==> src/rtl/encoder_speed_meter_core_assert.svh <==
// ----------------------------------------------------------------------------
// Encoder speed meter assertion macros
// Shared property forms for the checks at the end of the core.
// ----------------------------------------------------------------------------
`ifndef ENCODER_SPEED_METER_CORE_ASSERT_SVH
`define ENCODER_SPEED_METER_CORE_ASSERT_SVH

// The consequent must hold in the same cycle as the antecedent.
`define ESM_ASSERT_SAME(label, clk, rst_n, ante, cons, msg) \
    label: assert property (@(posedge clk) disable iff (!rst_n) (ante) |-> (cons)) \
        else $error(msg);

// The consequent must hold in the cycle after the antecedent.
`define ESM_ASSERT_NEXT(label, clk, rst_n, ante, cons, msg) \
    label: assert property (@(posedge clk) disable iff (!rst_n) (ante) |=> (cons)) \
        else $error(msg);

`endif

==> src/rtl/esm_pkg.sv <==
// ----------------------------------------------------------------------------
// Encoder speed meter package
// Widths, register indexes, reset values and helper functions of the core.
// ----------------------------------------------------------------------------
package esm_pkg;

    localparam int unsigned TIME_W  = 16;
    localparam int unsigned POT_W   = 10;
    localparam int unsigned BARS_W  = 4;
    localparam int unsigned LEDS_W  = 8;
    localparam int unsigned SPEED_W = 24;
    localparam int unsigned CFG_W   = 24;
    localparam int unsigned CIDX_W  = 2;

    // Dividend of the shared divider: wide enough for pot_sample * PWM full scale.
    localparam int unsigned DIV_BITS  = POT_W + TIME_W;
    localparam int unsigned DIV_CNT_W = $clog2(DIV_BITS);
    // Seven times the distance of the period above the low threshold fits here.
    localparam int unsigned SCALED_W  = TIME_W + 3;

    typedef logic [TIME_W-1:0]  t_time;
    typedef logic [POT_W-1:0]   t_pot;
    typedef logic [BARS_W-1:0]  t_bars;
    typedef logic [LEDS_W-1:0]  t_leds;
    typedef logic [SPEED_W-1:0] t_speed;
    typedef logic [CFG_W-1:0]   t_cfg_data;
    typedef logic [CIDX_W-1:0]  t_cfg_index;
    typedef logic [DIV_BITS-1:0] t_dvd;

    // What the shared divider is currently computing.
    typedef logic [1:0] t_phase;
    localparam t_phase PH_BARS  = 2'd0;
    localparam t_phase PH_DUTY  = 2'd1;
    localparam t_phase PH_SPEED = 2'd2;

    localparam t_cfg_index CFG_LOW_THRESH  = 2'd0;
    localparam t_cfg_index CFG_MAX_PERIOD  = 2'd1;
    localparam t_cfg_index CFG_SPEED_NUM   = 2'd2;
    localparam t_cfg_index CFG_PWM_FULL    = 2'd3;

    localparam t_time  RST_LOW_THRESH = 16'd200;
    localparam t_time  RST_MAX_PERIOD = 16'd3000;
    localparam t_speed RST_SPEED_NUM  = 24'd49656;
    localparam t_time  RST_PWM_FULL   = 16'd24999;

    localparam t_time POT_FULL  = 16'd1023;
    localparam t_bars BARS_MIN  = 4'd1;
    localparam t_bars BARS_MAX  = 4'd8;

    // Thermometer code: bit i is set when the count exceeds i.
    function automatic t_leds bar_leds_of(input t_bars count);
        t_leds leds;
        leds = '0;
        for (int i = 0; i < LEDS_W; i++) begin
            leds[i] = (count > t_bars'(i));
        end
        return leds;
    endfunction

endpackage

==> src/rtl/encoder_speed_meter_core.sv <==
// ----------------------------------------------------------------------------
// Encoder speed meter core
// Encoder period tachometer with bar graph, speed quotient and PWM duty.
// ----------------------------------------------------------------------------
// One word is taken at a time; o_in_stall stays high from acceptance until its
// result is loaded into the output register. All division runs through a single
// restoring divider that retires one quotient bit per cycle. An edge word whose
// period lies between the thresholds takes one divider pass, and a clamped one
// none; a tick word with a nonzero period takes a multiply step and two divider
// passes (duty, then speed), and with a zero period only the multiply and the duty
// pass. The result waits in the done state only while the previous result is
// still stalled in the output register.
module encoder_speed_meter_core (
    input  logic                    i_clk,
    input  logic                    i_rst_n,
    // Configuration write port
    input  logic                    i_cfg_we,
    input  esm_pkg::t_cfg_index     i_cfg_index,
    input  esm_pkg::t_cfg_data      i_cfg_data,
    // Input channel
    input  logic                    i_in_valid,
    output logic                    o_in_stall,
    input  logic                    i_opcode,
    input  esm_pkg::t_time          i_capture_time,
    input  esm_pkg::t_pot           i_pot_sample,
    // Output channel
    output logic                    o_out_valid,
    input  logic                    i_out_stall,
    output logic                    o_kind,
    output esm_pkg::t_time          o_period,
    output esm_pkg::t_bars          o_bar_count,
    output esm_pkg::t_leds          o_bar_leds,
    output esm_pkg::t_speed         o_speed,
    output logic                    o_speed_valid,
    output esm_pkg::t_time          o_duty
);

    import esm_pkg::*;

    `include "encoder_speed_meter_core_assert.svh"

    localparam logic [2:0] S_IDLE = 3'd0;
    localparam logic [2:0] S_EDGE = 3'd1;
    localparam logic [2:0] S_MUL  = 3'd2;
    localparam logic [2:0] S_DIV  = 3'd3;
    localparam logic [2:0] S_POST = 3'd4;
    localparam logic [2:0] S_DONE = 3'd5;

    // Configuration registers
    t_time  r_low_thresh;
    t_time  r_max_period;
    t_speed r_speed_num;
    t_time  r_pwm_full;

    // Block state
    t_time  r_last_time;
    t_time  r_period;

    // Sequencer and working registers
    logic [2:0]           r_state;
    t_phase               r_phase;
    logic                 r_kind;
    t_pot                 r_pot;
    t_bars                r_bars;
    t_speed               r_speed;
    logic                 r_speed_valid;
    t_time                r_duty;

    // Shared divider: r_dvd shifts the dividend out and the quotient in.
    t_dvd                 r_dvd;
    t_time                r_divisor;
    t_time                r_rem;
    logic [DIV_CNT_W-1:0] r_cnt;

    // Output register
    logic                 r_out_valid;
    logic                 r_o_kind;
    t_time                r_o_period;
    t_bars                r_o_bars;
    t_leds                r_o_leds;
    t_speed               r_o_speed;
    logic                 r_o_speed_valid;
    t_time                r_o_duty;

    logic                 in_accept;
    logic                 out_accept;
    logic                 out_free;
    logic                 out_load;
    logic [TIME_W:0]      div_trial;
    logic                 div_qbit;
    t_time                span_lo;
    logic [SCALED_W-1:0]  scaled;

    logic                 div_busy;
    logic                 out_edge;
    logic                 edge_bars_ok;
    logic                 out_spd;
    logic                 spd_src_ok;

    assign in_accept  = i_in_valid && !o_in_stall;
    assign out_accept = r_out_valid && !i_out_stall;
    assign out_free   = !r_out_valid || !i_out_stall;
    assign out_load   = (r_state == S_DONE) && out_free;
    assign o_in_stall = (r_state != S_IDLE);

    assign div_trial = {r_rem, r_dvd[DIV_BITS-1]};
    assign div_qbit  = (div_trial >= {1'b0, r_divisor});

    // Seven times the distance above the low threshold, by shift and subtract.
    assign span_lo = r_period - r_low_thresh;
    assign scaled  = {span_lo, 3'b000} - {3'b000, span_lo};

    always_ff @(posedge i_clk) begin
        if (!i_rst_n) begin
            r_low_thresh <= RST_LOW_THRESH;
            r_max_period <= RST_MAX_PERIOD;
            r_speed_num  <= RST_SPEED_NUM;
            r_pwm_full   <= RST_PWM_FULL;
        end else if (i_cfg_we) begin
            unique case (i_cfg_index)
                CFG_LOW_THRESH: r_low_thresh <= i_cfg_data[TIME_W-1:0];
                CFG_MAX_PERIOD: r_max_period <= i_cfg_data[TIME_W-1:0];
                CFG_SPEED_NUM:  r_speed_num  <= i_cfg_data[SPEED_W-1:0];
                CFG_PWM_FULL:   r_pwm_full   <= i_cfg_data[TIME_W-1:0];
                default: ;
            endcase
        end
    end

    always_ff @(posedge i_clk) begin
        if (!i_rst_n) begin
            r_state     <= S_IDLE;
            r_last_time <= '0;
            r_period    <= '0;
            r_out_valid <= 1'b0;
        end else begin
            r_out_valid <= out_load || (r_out_valid && !out_accept);
            unique case (r_state)
                S_IDLE: begin
                    if (in_accept) begin
                        r_kind        <= i_opcode;
                        r_pot         <= i_pot_sample;
                        r_bars        <= '0;
                        r_speed       <= '0;
                        r_speed_valid <= 1'b0;
                        r_duty        <= '0;
                        if (!i_opcode) begin
                            r_period    <= i_capture_time - r_last_time;
                            r_last_time <= i_capture_time;
                            r_state     <= S_EDGE;
                        end else begin
                            r_state <= S_MUL;
                        end
                    end
                end
                S_EDGE: begin
                    if (r_period <= r_low_thresh) begin
                        r_bars  <= BARS_MIN;
                        r_state <= S_DONE;
                    end else if (r_period >= r_max_period) begin
                        r_bars  <= BARS_MAX;
                        r_state <= S_DONE;
                    end else begin
                        r_dvd     <= DIV_BITS'(scaled);
                        r_divisor <= r_max_period - r_low_thresh;
                        r_rem     <= '0;
                        r_cnt     <= DIV_CNT_W'(DIV_BITS - 1);
                        r_phase   <= PH_BARS;
                        r_state   <= S_DIV;
                    end
                end
                S_MUL: begin
                    // The product lands straight in the divider's dividend.
                    r_dvd     <= t_dvd'(r_pot) * t_dvd'(r_pwm_full);
                    r_divisor <= POT_FULL;
                    r_rem     <= '0;
                    r_cnt     <= DIV_CNT_W'(DIV_BITS - 1);
                    r_phase   <= PH_DUTY;
                    r_state   <= S_DIV;
                end
                S_DIV: begin
                    if (div_qbit) begin
                        r_rem <= TIME_W'(div_trial - {1'b0, r_divisor});
                    end else begin
                        r_rem <= div_trial[TIME_W-1:0];
                    end
                    r_dvd <= {r_dvd[DIV_BITS-2:0], div_qbit};
                    r_cnt <= r_cnt - 1'b1;
                    if (r_cnt == '0) begin
                        r_state <= S_POST;
                    end
                end
                S_POST: begin
                    case (r_phase)
                        PH_BARS: begin
                            r_bars  <= BARS_MIN + r_dvd[BARS_W-1:0];
                            r_state <= S_DONE;
                        end
                        PH_DUTY: begin
                            if (r_dvd > t_dvd'(r_pwm_full)) begin
                                r_duty <= r_pwm_full;
                            end else begin
                                r_duty <= r_dvd[TIME_W-1:0];
                            end
                            if (r_period != '0) begin
                                r_dvd     <= t_dvd'(r_speed_num);
                                r_divisor <= r_period;
                                r_rem     <= '0;
                                r_cnt     <= DIV_CNT_W'(DIV_BITS - 1);
                                r_phase   <= PH_SPEED;
                                r_state   <= S_DIV;
                            end else begin
                                r_state <= S_DONE;
                            end
                        end
                        PH_SPEED: begin
                            r_speed       <= r_dvd[SPEED_W-1:0];
                            r_speed_valid <= 1'b1;
                            r_state       <= S_DONE;
                        end
                        default: r_state <= S_DONE;
                    endcase
                end
                S_DONE: begin
                    if (out_free) begin
                        r_o_kind        <= r_kind;
                        r_o_period      <= r_period;
                        r_o_bars        <= r_bars;
                        r_o_leds        <= bar_leds_of(r_bars);
                        r_o_speed       <= r_speed;
                        r_o_speed_valid <= r_speed_valid;
                        r_o_duty        <= r_duty;
                        r_state         <= S_IDLE;
                    end
                end
                default: r_state <= S_IDLE;
            endcase
        end
    end

    assign o_out_valid   = r_out_valid;
    assign o_kind        = r_o_kind;
    assign o_period      = r_o_period;
    assign o_bar_count   = r_o_bars;
    assign o_bar_leds    = r_o_leds;
    assign o_speed       = r_o_speed;
    assign o_speed_valid = r_o_speed_valid;
    assign o_duty        = r_o_duty;

    assign div_busy     = (r_state == S_DIV);
    assign out_edge     = r_out_valid && !r_o_kind;
    assign edge_bars_ok = (r_o_bars >= BARS_MIN) && (r_o_bars <= BARS_MAX) &&
                          (r_o_leds == bar_leds_of(r_o_bars));
    assign out_spd      = r_out_valid && r_o_speed_valid;
    assign spd_src_ok   = r_o_kind && (r_o_period != '0);

    // The partial remainder always stays below the divisor.
    `ESM_ASSERT_SAME(a_div_rem, i_clk, i_rst_n, div_busy, r_rem < r_divisor, "remainder too big")

    // An accepted word always takes the sequencer out of idle.
    `ESM_ASSERT_NEXT(a_busy_after_accept, i_clk, i_rst_n, in_accept, o_in_stall, "still idle")

    // An edge result carries a legal bar count with its matching thermometer code.
    `ESM_ASSERT_SAME(a_edge_bars, i_clk, i_rst_n, out_edge, edge_bars_ok, "bad edge bar graph")

    // A valid speed only comes from a tick with a nonzero period.
    `ESM_ASSERT_SAME(a_speed_valid, i_clk, i_rst_n, out_spd, spd_src_ok, "speed without period")

endmodule
==> config.mk <==
export PLATFORM = sky130hd
export DESIGN_NAME = encoder_speed_meter_core
export DESIGN_NICKNAME = d
export VERILOG_FILES = /design/src/rtl/esm_pkg.sv /design/src/rtl/encoder_speed_meter_core.sv
export VERILOG_INCLUDE_DIRS = /design/src /design/src/rtl
export SDC_FILE = /design/constraint.sdc
export NUM_CORES = 1
export LEC_CHECK = 0
export BUFFER_PORTS_ARGS = -buffer_cell sky130_fd_sc_hd__clkbuf_2
export CELL_PAD_IN_SITES_DETAIL_PLACEMENT = 2
export CELL_PAD_IN_SITES_GLOBAL_PLACEMENT = 2
export CORE_MARGIN = 4
export CORE_UTILIZATION = 40
export CTS_CLUSTER_DIAMETER = 30
export DETAILED_ROUTE_END_ITERATION = 8
export PLACE_DENSITY_LB_ADDON = 0.1
export SLEW_MARGIN = 0
export SYNTH_ARGS = -nofsm -noshare
export SYNTH_HDL_FRONTEND = slang
export SYNTH_SLANG_ARGS = --single-unit
==> constraint.sdc <==
create_clock -name i_clk -period 11 [get_ports i_clk]
set_input_delay 1.65 -clock i_clk [delete_from_list [all_inputs] [get_ports i_clk]]
set_output_delay 1.65 -clock i_clk [all_outputs]
set_load 0.02 [all_outputs]
# --- Word-level counts from Yosys, hierarchy flattened ---
# Cells that the tools add are included.
totals:
  input_bits: 58
  register_bits: 299
  out_inout_bits: 72
classes:
  eq_ne: 20
  addsub: 7
  multipliers: 1
  mux: 50
  bitwise_logic: 1
  n_lt_le_gt_ge: 12
  n_reduce_logical: 33
op_table:
  columns: ["operator", "count"]
  rows:
  - ["$mux W16", 12]
  - ["$mux W26", 4]
  - ["$pmux W26 S4", 1]
  - ["$pmux W16 S4", 1]
  - ["$sub A16 B16 Y16", 4]
  - ["$mux W24", 2]
  - ["$pmux W16 S3", 1]
  - ["$pmux W24 S2", 1]
  - ["$pmux W16 S2", 1]
  - ["$gt A26 B16 Y1", 1]
  - ["$mul A10 B16 Y26", 1]
  - ["$mux W3", 7]
  - ["$mux W5", 4]
  - ["$pmux W5 S4", 1]
  - ["$sub A19 B16 Y19", 1]
  - ["$pmux W3 S6", 1]
  - ["$ge A17 B16 Y1", 1]
  - ["$ge A16 B16 Y1", 1]
  - ["$gt A4 B3 Y1 const B", 4]
  - ["$le A16 B16 Y1", 1]
  - ["$mux W4", 4]
  - ["$reduce_bool A16 Y1", 1]
  - ["$ne A2 B2 Y1 const B", 6]
  - ["$pmux W4 S3", 1]
  - ["30 further kinds", 62]

# --- Longest topological paths before layout ---
# Gate-level depths: netlist of the first run.
depth:
  depth_word: 5
  mapped_depth: 22
  ltp_nobuf: 21

# --- Least setup slack after synthesis of the first run ---
# Ideal clock, no wire load.
synth_timing:
  kind: "reg2reg"
  from: "reg r_period[0]"
  to: "reg r_cnt[0] (enable)"
  path_slack_ps: 3068
  setup_ps: 598
  required_ps: 10402
  path_stages_with_launch: 13
  path_buffers: 0
  arrival_time_ps: 7335
  synth_period_minus_slack_ps: 7932
  cell_sequence: "dfxtp_1 > inv_1 > ha_1 > inv_1 > fa_1 > a21o_1 > a311o_1 > a2111oi_2 > nor2_1 > a221oi_1 > a31o_2 > or3_1 > a2111oi_1"
synth_between:
  elab_chain_cells: 3
  elab_cells_between_ends: 7
  cone_classes: "order compare: 2; eq/ne: 3; reduce/logical: 2"
synth_lines:
  columns: ["element", "line", "rtl"]
  rows:
  - ["start, declared", "encoder_speed_meter_core.sv:57", "t_time r_period;"]
  - ["start signal, assigned", "encoder_speed_meter_core.sv:148", "r_period <= i_capture_time - r_last_time;"]
  - ["$ge A16 B16 Y1, or another cell as far along", "encoder_speed_meter_core.sv:160", "end else if (r_period >= r_max_period) begin"]
  - ["$ne A2 B2 Y1 (no source line)", null, null]
  - ["$reduce_and A6 Y1 (no source line) *", null, null]
  - ["end signal, assigned", "encoder_speed_meter_core.sv:167", "r_cnt <= DIV_CNT_W'(DIV_BITS - 1);"]
  - ["end signal, assigned", "encoder_speed_meter_core.sv:177", "r_cnt <= DIV_CNT_W'(DIV_BITS - 1);"]
  - ["end signal, assigned", "encoder_speed_meter_core.sv:188", "r_cnt <= r_cnt - 1'b1;"]
  - ["end, declared", "encoder_speed_meter_core.sv:73", "logic [DIV_CNT_W-1:0] r_cnt;"]
# Every way passes the cells marked *; elsewhere a longest branch is shown, timed or not.
# A chain may end at the register's enable or synchronous reset.

# --- Worst setup path in the final report of the first run ---
layout_timing:
  from: "reg r_pot[2]"
  to: "reg r_dvd[24] (data pin)"
layout_between:
  elab_chain_cells: 2
layout_lines:
  columns: ["element", "line", "rtl"]
  rows:
  - ["start, declared", "encoder_speed_meter_core.sv:63", "t_pot r_pot;"]
  - ["start signal, assigned", "encoder_speed_meter_core.sv:142", "r_pot <= i_pot_sample;"]
  - ["$mul A10 B16 Y26", "encoder_speed_meter_core.sv:174", "r_dvd <= t_dvd'(r_pot) * t_dvd'(r_pwm_full);"]
  - ["$pmux W26 S4", "encoder_speed_meter_core.sv:138", "unique case (r_state)"]
  - ["end signal, assigned", "encoder_speed_meter_core.sv:164", "r_dvd <= DIV_BITS'(scaled);"]
  - ["end signal, assigned", "encoder_speed_meter_core.sv:174", null]
  - ["end signal, assigned", "encoder_speed_meter_core.sv:187", "r_dvd <= {r_dvd[DIV_BITS-2:0], div_qbit};"]
  - ["end, declared", "encoder_speed_meter_core.sv:70", "t_dvd r_dvd;"]
# Every way passes these cells.

==> results of run 1 <==
==> report_power, final <==
group          total [mW]  switching (mW)  internal [mW]
logic                3.89            2.45           1.44
clock network        2.54           0.798           1.74
registers            1.74           0.264           1.48
total                8.18            3.52           4.66
==> metrics by stage <==
| step | utilization | hold slack (ps) | cells | setup slack, ps |
|---|---|---|---|---|
| final | 0.491 | 417 | 3099 | 4080 |
| after global routing | 0.491 | 424 | 3099 | 3920 |
| after CTS | 0.491 | 418 | 3099 | 4140 |
| after detailed placement | 0.434 | 407 | 2941 | 4600 |
| after global placement | 0.434 | 403 | 2941 | 4850 |
| after floorplan | - | 400 | 2198 | 3070 |
==> logic make-up after synthesis <==
kind of cell | Yosys count | share of synthesized area
muxes | 32 | 0.0153
adders and majority gates | 285 | 0.211
xor gates and xnor gates | 86 | 0.0362
buffers and inverters | 336 | 0.0606
and+or+nand+nor | 725 | 0.161
AOI/OAI and AO/OA | 435 | 0.140
DFF | 299 | 0.376
==> sequential cells by signal, summed over array words and instances (netlist names), 2 cells and up <==
register / count
r_dvd: 26
o_speed: 24
r_speed: 24
r_speed_num: 24
o_duty: 16
o_period: 16
r_divisor: 16
r_duty: 16
r_last_time: 16
r_low_thresh: 16
r_max_period: 16
r_period: 16
r_pwm_full: 16
r_rem: 16
r_pot: 10
o_bar_leds: 8
r_cnt: 5
o_bar_count: 4
r_bars: 4
r_state: 3
r_phase: 2
==> routing by layer <==
| metal | vias to the layer above | routed length, µm |
|---|---|---|
| li1 | 7863 | - |
| met1 | 9211 | 34300 |
| met2 | 580 | 42100 |
| met3 | 205 | 4570 |
| met4 | 2 | 3800 |
| met5 | - | 13 |
==> area by class of cell <==
type	count	area, µm²	area share
Multi-Input combinational cell	1563	11900	0.469
Inverter	247	927	0.0366
Tap cell	680	851	0.0336
Sequential cell	299	7900	0.312
Clock buffer	116	2370	0.0937
Clock inverter	42	567	0.0224
Timing Repair Buffer	152	821	0.0324
==> critical path, stage by stage, from the launching register on <==
cell and delay (ps):
edfxtp_1 710, nand2_1 220, fa_1 600, inv_1 70, fa_1 550, fa_1 460, fa_1 590, inv_1 70
fa_1 570, inv_1 60, ha_1 360, a21o_1 200, a21o_1 190, a21oi_1 210, o21ai_0 160, a211oi_1 570
o211ai_1 260, a41oi_1 420, xor2_1 260, o21ai_1 90
==> cell usage after synthesis, drive strengths merged, types with 17 or more instances <==
cell    instances  share of area
a21oi          96          0.023
and2           89          0.027
clkbuf         85          0.015
edfxtp        191           0.27
nor2b          17         0.0051
nor2          107          0.019
xor2           37          0.016
nand3          33         0.0079
inv           247          0.044
ha            171           0.10
o21ai          74          0.018
and3           33         0.0098
a21boi         69          0.025
o211ai         22         0.0079
fa            114           0.11
nand2         340          0.061
nor3           33         0.0081
xnor2          49          0.020
a21o           45          0.016
nand2b         19         0.0057
dfxtp         108           0.10
mux2i          31          0.015
==> path summary, 6_finish.rpt <==
path,from,end,slack (ps)
min,r_speed[3]$_SDFFCE_PN0P_,o_speed[3]$_DFFE_PP_,420
max,r_pot[2]$_DFFE_PP_,r_dvd[24]$_DFFE_PP_,4080
max reg2reg,r_pot[2]$_DFFE_PP_,r_dvd[24]$_DFFE_PP_,4080
min reg2reg,r_speed[3]$_SDFFCE_PN0P_,o_speed[3]$_DFFE_PP_,420
==> flow_summary.json, run 1 <==
{
  "status": "finished clean",
  "power.total_mw": 8.18,
  "most-common-layout-cells": "nand2_1 (340), inv_1 (247), edfxtp_1 (191), ha_1 (171), clkbuf_2 (128)",
  "syn_avg_cell_area_um2": 9.56,
  "slew_viol_final": 0,
  "met2_usage": 0.522,
  "power.leakage_nw": 11.2,
  "cts_tree": "built",
  "grt_pass1_vias": 20200,
  "n_antenna_cell": 0,
  "drive_above_1_share": 0.130,
  "busiest_layer": "met2",
  "coreArea_mm2": 0.0516,
  "initial_utilization": 0.407,
  "cp-end-kind": "flip-flop",
  "cts_buffers": 85,
  "root_buffer": "clkbuf_16",
  "post-route-period-util": 0.629,
  "ys_seq_area_frac": 0.376,
  "overflow": 0,
  "crit_fanout": 16,
  "synth_edf_count": 191,
  "vias_per_cell": 5.76,
  "ant_nets": 0,
  "die_w_um": 237,
  "fin_nets": 2691,
  "synthArstFlopShare": 0,
  "post_cts_buffers": 0,
  "post_cts_resized": 0,
  "ios": 130,
  "track_usage": 0.299,
  "clock_latency_ps": 650,
  "dp_hpwl_um": 60100,
  "max_slew_margin": 0.0788,
  "synth_flop_cell": "edfxtp_1",
  "syn_inst": 2198,
  "rsz0062_at_grt": "no",
  "h-tree-depth": 3,
  "clk_pin_slew_ps": 50,
  "skew_ps": 42.7,
  "wl_um": 84700,
  "via_count": 17900,
  "finalInstanceArea_mm2": 0.0253,
  "synthesis.area_mm2": 0.0210,
  "firstDrtPassIters": 5,
  "dpl-instance-area_mm2": 0.0224,
  "fin_crit_ps": 6920,
  "crit_type": "reg -> reg",
  "reg2regPathDepth": 19,
  "yosysWarnings": 0,
  "syn_nets": 2541,
  "antenna_found_initial": 2,
  "synthToLayoutAreaGrowth_pct": 20.5,
  "grt_max_degree": 72,
  "required_ps": 11340,
  "finalSetupViolCount": 0,
  "drv_cap": 0,
  "cts_sinks": 299,
  "die_h_um": 237,
  "dieArea_mm2": 0.0562,
  "filler_cell_count": 5360,
  "use_met1": 0.364,
  "cts_hold_buffers": 0,
  "grt_use_met3": 0.0594,
  "dr.first_iter.drc_count": 1123,
  "grt_pass1_wl_um": 128000,
  "hold_viol_final": 0,
  "drc_errors": 0,
  "io_buffers": 129,
  "final_common_cell": "nand2_1",
  "ir_worst_vdd_v": 0.000142,
  "gp_congestion": 0.890,
  "min_path_type": "reg -> reg",
  "holdPathStages": 0,
  "wl_per_cell_um": 27.3,
  "tightest_slew_ps": 1370,
  "synth_cell_types": 77,
  "ys_ff_latch": 299,
  "cp-start-kind": "flip-flop",
  "fmax_ghz": 0.145,
  "row_count": 83,
  "tns_ps": 0,
  "max-clock-path-buffers": 3,
  "cp_data_arrival_time_ps": 7260,
  "powerDensity_mw_per_mm2": 323
}
(Power assumes the default switching activity.)
==> inputs of run 2 (changes only) <==
--- a/config.mk
+++ b/config.mk
@@ -6,11 +6,12 @@
 export SDC_FILE = /design/constraint.sdc
 export NUM_CORES = 1
 export LEC_CHECK = 0
+export ABC_AREA = 1
 export BUFFER_PORTS_ARGS = -buffer_cell sky130_fd_sc_hd__clkbuf_2
 export CELL_PAD_IN_SITES_DETAIL_PLACEMENT = 2
 export CELL_PAD_IN_SITES_GLOBAL_PLACEMENT = 2
 export CORE_MARGIN = 4
-export CORE_UTILIZATION = 40
+export CORE_UTILIZATION = 38
 export CTS_CLUSTER_DIAMETER = 30
 export DETAILED_ROUTE_END_ITERATION = 8
 export PLACE_DENSITY_LB_ADDON = 0.1
==> constraint.sdc (replaced) <==
create_clock -name i_clk -period 7.1 [get_ports i_clk]
set_input_delay 1.065 -clock i_clk [delete_from_list [all_inputs] [get_ports i_clk]]
set_output_delay 1.065 -clock i_clk [all_outputs]
set_load 0.02 [all_outputs]
==> flow_summary.json, run 2 <==
{
  "status": "finished clean",
  "most-common-layout-cells": "nand2_1 (582), inv_1 (475), a21oi_1 (200), nor2_1 (191), edfxtp_1 (191)",
  "row_count": 87,
  "drv_cap": 0,
  "fin_nets": 3143,
  "rsz0062_at_grt": "no",
  "initial_utilization": 0.384,
  "cts_sinks": 299,
  "cp_data_arrival_time_ps": 6550,
  "tightest_slew_ps": 1130,
  "synth_commonest_cells": "nand2_1 (582), inv_1 (475), a21oi_1 (200)",
  "dr.first_iter.drc_count": 1169,
  "cts_tree": "built",
  "largest_reg_flops": 26,
  "fmax_ghz": 0.161,
  "wl_per_cell_um": 23.2,
  "antenna_found_initial": 0,
  "min_path_type": "reg -> reg",
  "powerDensity_mw_per_mm2": 568,
  "grt_pass1_vias": 21800,
  "cp-start-kind": "flip-flop",
  "dp_hpwl_um": 62400,
  "root_buffer": "clkbuf_16",
  "synthToLayoutAreaGrowth_pct": 21.1,
  "skew_ps": 34.9,
  "synth_cell_types": 50,
  "post_cts_resized": 0,
  "yosysTopAreaCell": "edfxtp_1",
  "post_cts_buffers": 0,
  "max_slew_margin": 0.248,
  "synthArstFlopShare": 0,
  "wl_um": 84300,
  "power.total_mw": 14.9,
  "grt_pass1_wl_um": 130000,
  "dieArea_mm2": 0.0608,
  "cts_buffers": 85,
  "synth_most_common_cell": "nand2_1",
  "reg2regPathDepth": 21,
  "holdPathStages": 0,
  "yosysWarnings": 0,
  "syn_avg_cell_area_um2": 8.15,
  "ys_ff_latch": 299,
  "ys_seq_area_frac": 0.365,
  "hold_viol_final": 0,
  "die_w_um": 247,
  "cts_hold_buffers": 0,
  "power.leakage_nw": 12.8,
  "coreArea_mm2": 0.0564,
  "ant_nets": 0,
  "crit_fanout": 16,
  "synthesis.area_mm2": 0.0216,
  "syn_nets": 2998,
  "n_antenna_cell": 0,
  "track_usage": 0.278,
  "via_count": 19500,
  "syn_inst": 2655,
  "post-route-period-util": 0.873,
  "drc_errors": 0,
  "required_ps": 7450,
  "cp-end-kind": "flip-flop",
  "io_buffers": 129,
  "slew_viol_final": 0,
  "ys_top_cells_by_area": "edfxtp_1 (26%), fa_1 (11%), nand2_1 (10%), dfxtp_1 (10%), ha_1 (9.9%)",
  "h-tree-depth": 3,
  "holdWs_ps": 418,
  "clk_pin_slew_ps": 50,
  "finalSetupViolCount": 0,
  "clock_latency_ps": 630,
  "final_common_cell": "nand2_1",
  "firstDrtPassIters": 7,
  "fin_crit_ps": 6200,
  "crit_type": "reg -> reg",
  "synth_top_area_frac": 0.265,
  "max-clock-path-buffers": 3,
  "largest_register": "r_dvd",
  "synth_edf_count": 191,
  "grt_max_degree": 52,
  "vias_per_cell": 5.38,
  "gp_congestion": 0.878,
  "die_h_um": 247,
  "ios": 130,
  "tns_ps": 0,
  "drive_above_1_share": 0.120,
  "ir_worst_vdd_v": 0.000374,
  "post-route-util": 0.465,
  "overflow": 0,
  "synth_flop_cell": "edfxtp_1"
}
-- run 2: cell count changes after synthesis, sizes merged, moves of 19 or more --
| cell | before | now |
|---|---|---|
| nand3 | 33 | 114 |
| xnor2 | 49 | 14 |
| and3 | 33 | 2 |
| a21oi | 96 | 200 |
| nand2 | 340 | 586 |
| a21boi | 69 | 3 |
| and2 | 89 | 2 |
| nand2b | 19 | 0 |
| mux2i | 31 | 0 |
| a21o | 45 | 15 |
| nor2 | 107 | 209 |
| o21ai | 74 | 182 |
| inv | 247 | 488 |
-- run 2: worst paths after layout --
kind / from / end / slack (ps)
min: r_speed[13]$_SDFFCE_PN0P_ / o_speed[13]$_DFFE_PP_ / 420
min reg2reg: r_speed[13]$_SDFFCE_PN0P_ / o_speed[13]$_DFFE_PP_ / 420
max: r_pot[3]$_DFFE_PP_ / r_dvd[19]$_DFFE_PP_ / 900
max reg2reg: r_pot[3]$_DFFE_PP_ / r_dvd[19]$_DFFE_PP_ / 900
-- run 2: report_power, final --
part	switching (mW)	internal [mW]	total, mW
clock	1.25	3.00	4.25
combinational	5.35	2.47	7.82
sequential	0.382	2.42	2.80
-- run 2: metrics by stage --
step	cells	instance area, µm²	setup WS, ps
after detailed placement	3469	23000	1010
after global routing	3628	26200	542
final	3628	26200	898
after floorplan	2655	21600	83.1
after CTS	3628	26200	884
after global placement	3469	23000	1270
-- run 2: worst max-delay path, stage by stage (launching register included) --
cell	delay (ps)
edfxtp_1	790
nand2_1	190
fa_1	590
inv_1	70
fa_1	510
inv_1	60
fa_1	480
inv_1	60
fa_1	580
inv_1	90
fa_1	540
inv_1	50
ha_1	370
nand2_1	110
nor2_1	200
nand2_1	70
o21ai_0	650
nand2_1	200
nand3_1	130
nand2_1	50
nand3_1	80
nand2_1	60
-- run 2: final cells by class --
class                           instances  area (µm²)
Fill cell                            6292       30200
Multi-Input combinational cell       1778       11600
Sequential cell                       299        7900
Clock buffer                          100        2250
Inverter                              489        1840
Tap cell                              756         946
Clock inverter                         59         921
Timing Repair Buffer                  147         781
-- run 2: metal layers --
layer | share of wire | up-vias | global-route usage | routed length [µm]
met5 | 0 | - | 0 | 0
met2 | 0.47 | 461 | 0.458 | 39400
met4 | 0.025 | 0 | 0.0808 | 2100
met1 | 0.46 | 10100 | 0.376 | 38600
li1 | - | 8879 | - | -
met3 | 0.049 | 115 | 0.0478 | 4160
-- run 2: cells by family after synthesis --
group	share of synthesized area
XOR/XNOR	0.0202
AO/OA/AOI/OAI	0.114
flip-flops	0.365
adder cells (fa/ha/maj)	0.204
buffers and inverters	0.102
AND/OR/NAND/NOR	0.194
==> inputs of run 3 (changes only) <==
==> constraint.sdc (replaced) <==
create_clock -name i_clk -period 5.9 [get_ports i_clk]
set_input_delay 0.885 -clock i_clk [delete_from_list [all_inputs] [get_ports i_clk]]
set_output_delay 0.885 -clock i_clk [all_outputs]
set_load 0.02 [all_outputs]
==> flow_summary.json, run 3 (synthesis gave the netlist of run 2 again) <==
{
  "vias_per_cell": 5.33,
  "die_w_um": 247,
  "initial_utilization": 0.384,
  "clock_latency_ps": 610,
  "ant_nets": 0,
  "cp_data_arrival_time_ps": 6000,
  "cts_tree": "built",
  "wl_um": 84600,
  "cts_buffers": 79,
  "die_h_um": 247,
  "max_slew_margin": 0.220,
  "status": "finished clean",
  "coreArea_mm2": 0.0564,
  "fmax_ghz": 0.176,
  "wl_per_cell_um": 23.2,
  "overflow": 0,
  "slew_viol_final": 0,
  "dp_hpwl_um": 63500,
  "final_common_cell": "nand2_1",
  "power.total_mw": 17.4,
  "via_count": 19400,
  "fin_nets": 3170,
  "ios": 130,
  "min_path_type": "reg -> reg",
  "tightest_slew_ps": 1170,
  "dr.first_iter.drc_count": 896,
  "power.leakage_nw": 12.7,
  "r2r-start": "r_pot[3]$_DFFE_PP_",
  "io_buffers": 129,
  "n_antenna_cell": 0,
  "dieArea_mm2": 0.0608,
  "hold_viol_final": 0,
  "grt_pass1_vias": 21800,
  "skew_ps": 52.8,
  "synthToLayoutAreaGrowth_pct": 20.5,
  "firstDrtPassIters": 5,
  "grt_max_degree": 71,
  "grt_pass1_wl_um": 130000,
  "powerDensity_mw_per_mm2": 666,
  "drv_cap": 0,
  "cts_sinks": 299,
  "max-clock-path-buffers": 3,
  "cts_hold_buffers": 0,
  "hp-start": "r_duty[1]$_SDFFCE_PN0P_",
  "ir_worst_vdd_v": 0.000342,
  "h-tree-depth": 3,
  "cp-start-kind": "flip-flop",
  "crit_type": "reg -> reg",
  "gp_congestion": 0.872,
  "largest_reg_flops": 26,
  "clk_pin_slew_ps": 50,
  "final_cells": 3648,
  "drc_errors": 0,
  "rsz0062_at_grt": "no",
  "crit_fanout": 10,
  "drive_above_1_share": 0.131,
  "post-route-period-util": 0.962,
  "largest_register": "r_dvd",
  "startpoint": "r_pot[3]$_DFFE_PP_",
  "post-route-util": 0.462,
  "row_count": 87,
  "tns_ps": 0,
  "cp-end-kind": "flip-flop",
  "most-common-layout-cells": "nand2_1 (582), inv_1 (475), a21oi_1 (197), edfxtp_1 (191), nor2_1 (190)",
  "finalSetupViolCount": 0,
  "placed_cells": 3494,
  "fin_crit_ps": 5680,
  "root_buffer": "clkbuf_16",
  "antenna_found_initial": 2,
  "required_ps": 6230,
  "track_usage": 0.279,
  "filler_cell_count": 6361
}
## run 3: changes by cell type in the layout (fill, tap and decap cells not counted), moves of 5 or more
| cell | before | now |
|---|---|---|
| buf_4 | 18 | 50 |
| bufinv_16 | 20 | 9 |
| clkbuf_16 | 86 | 81 |
| clkinv_1 | 9 | 4 |
| clkinv_2 | 17 | 10 |
| clkinv_4 | 2 | 8 |
| clkinvlp_4 | 6 | 13 |
| inv_6 | 0 | 6 |
## run 3: final timing paths
path,to,slack (ps),cells after the start
worst max-delay path,r_dvd[20]$_DFFE_PP_,220,21
worst max register to register,r_dvd[20]$_DFFE_PP_,220,21
worst min register to register,o_duty[1]$_DFFE_PP_,420,0
worst min-delay path,o_duty[1]$_DFFE_PP_,420,0
## run 3: final cells by class
| class | count | area (µm²) | area share |
|---|---|---|---|
| inverters | 489 | 1840 | 0.0704 |
| well taps | 756 | 946 | 0.0363 |
| multi-input cells | 1778 | 11600 | 0.445 |
| clock buffers | 93 | 2120 | 0.0814 |
| repair buffers | 180 | 1040 | 0.0399 |
| clock inverters | 53 | 634 | 0.0243 |
| flip-flops and latches | 299 | 7900 | 0.303 |
## run 3: metrics by stage
step | setup WS, ps | area, µm² | hold WS [ps]
5_1_grt | 15.3 | 26100 | 429
2_1_floorplan | 614 | 21700 | 400
3_5_place_dp | 140 | 23200 | 406
6_report | 225 | 26100 | 422
4_1_cts | 86.4 | 26000 | 419
3_3_place_gp | 263 | 23200 | 400
## run 3: where the power goes
part           internal [mW]  switching (mW)  total (mW)
combinational           3.05            6.56        9.61
sequential              2.91           0.418        3.33
clock                   2.99            1.46        4.44
## run 3: critical path, stage by stage (launching register included)
cell and delay [ps]:
edfxtp_1 450, buf_4 250, nand2_1 100, fa_1 570, inv_1 60, fa_1 530
fa_1 460, fa_1 560, inv_1 60, fa_1 530, inv_1 40, ha_1 340
nand2_1 140, o21ai_0 320, a21oi_1 140, o21ai_1 160, buf_4 190, nand2_1 50
nand2_1 80, a21oi_1 60, o21ai_1 200, nand2_1 80
## run 3: timing repair
item,in CTS,in global routing
buffers inserted,0,8
endpoints found under the setup margin,2,10
gates cloned,0,0
resized for setup,1,9
## run 3: routing by layer
layer  global-route usage  wire length [µm]  up-vias
li1                     -                 -     8938
met1                0.374             38500     9875
met2                0.464             39600      485
met3               0.0480              4120      129
met4               0.0858              2430        0
met5                    0                 0        -
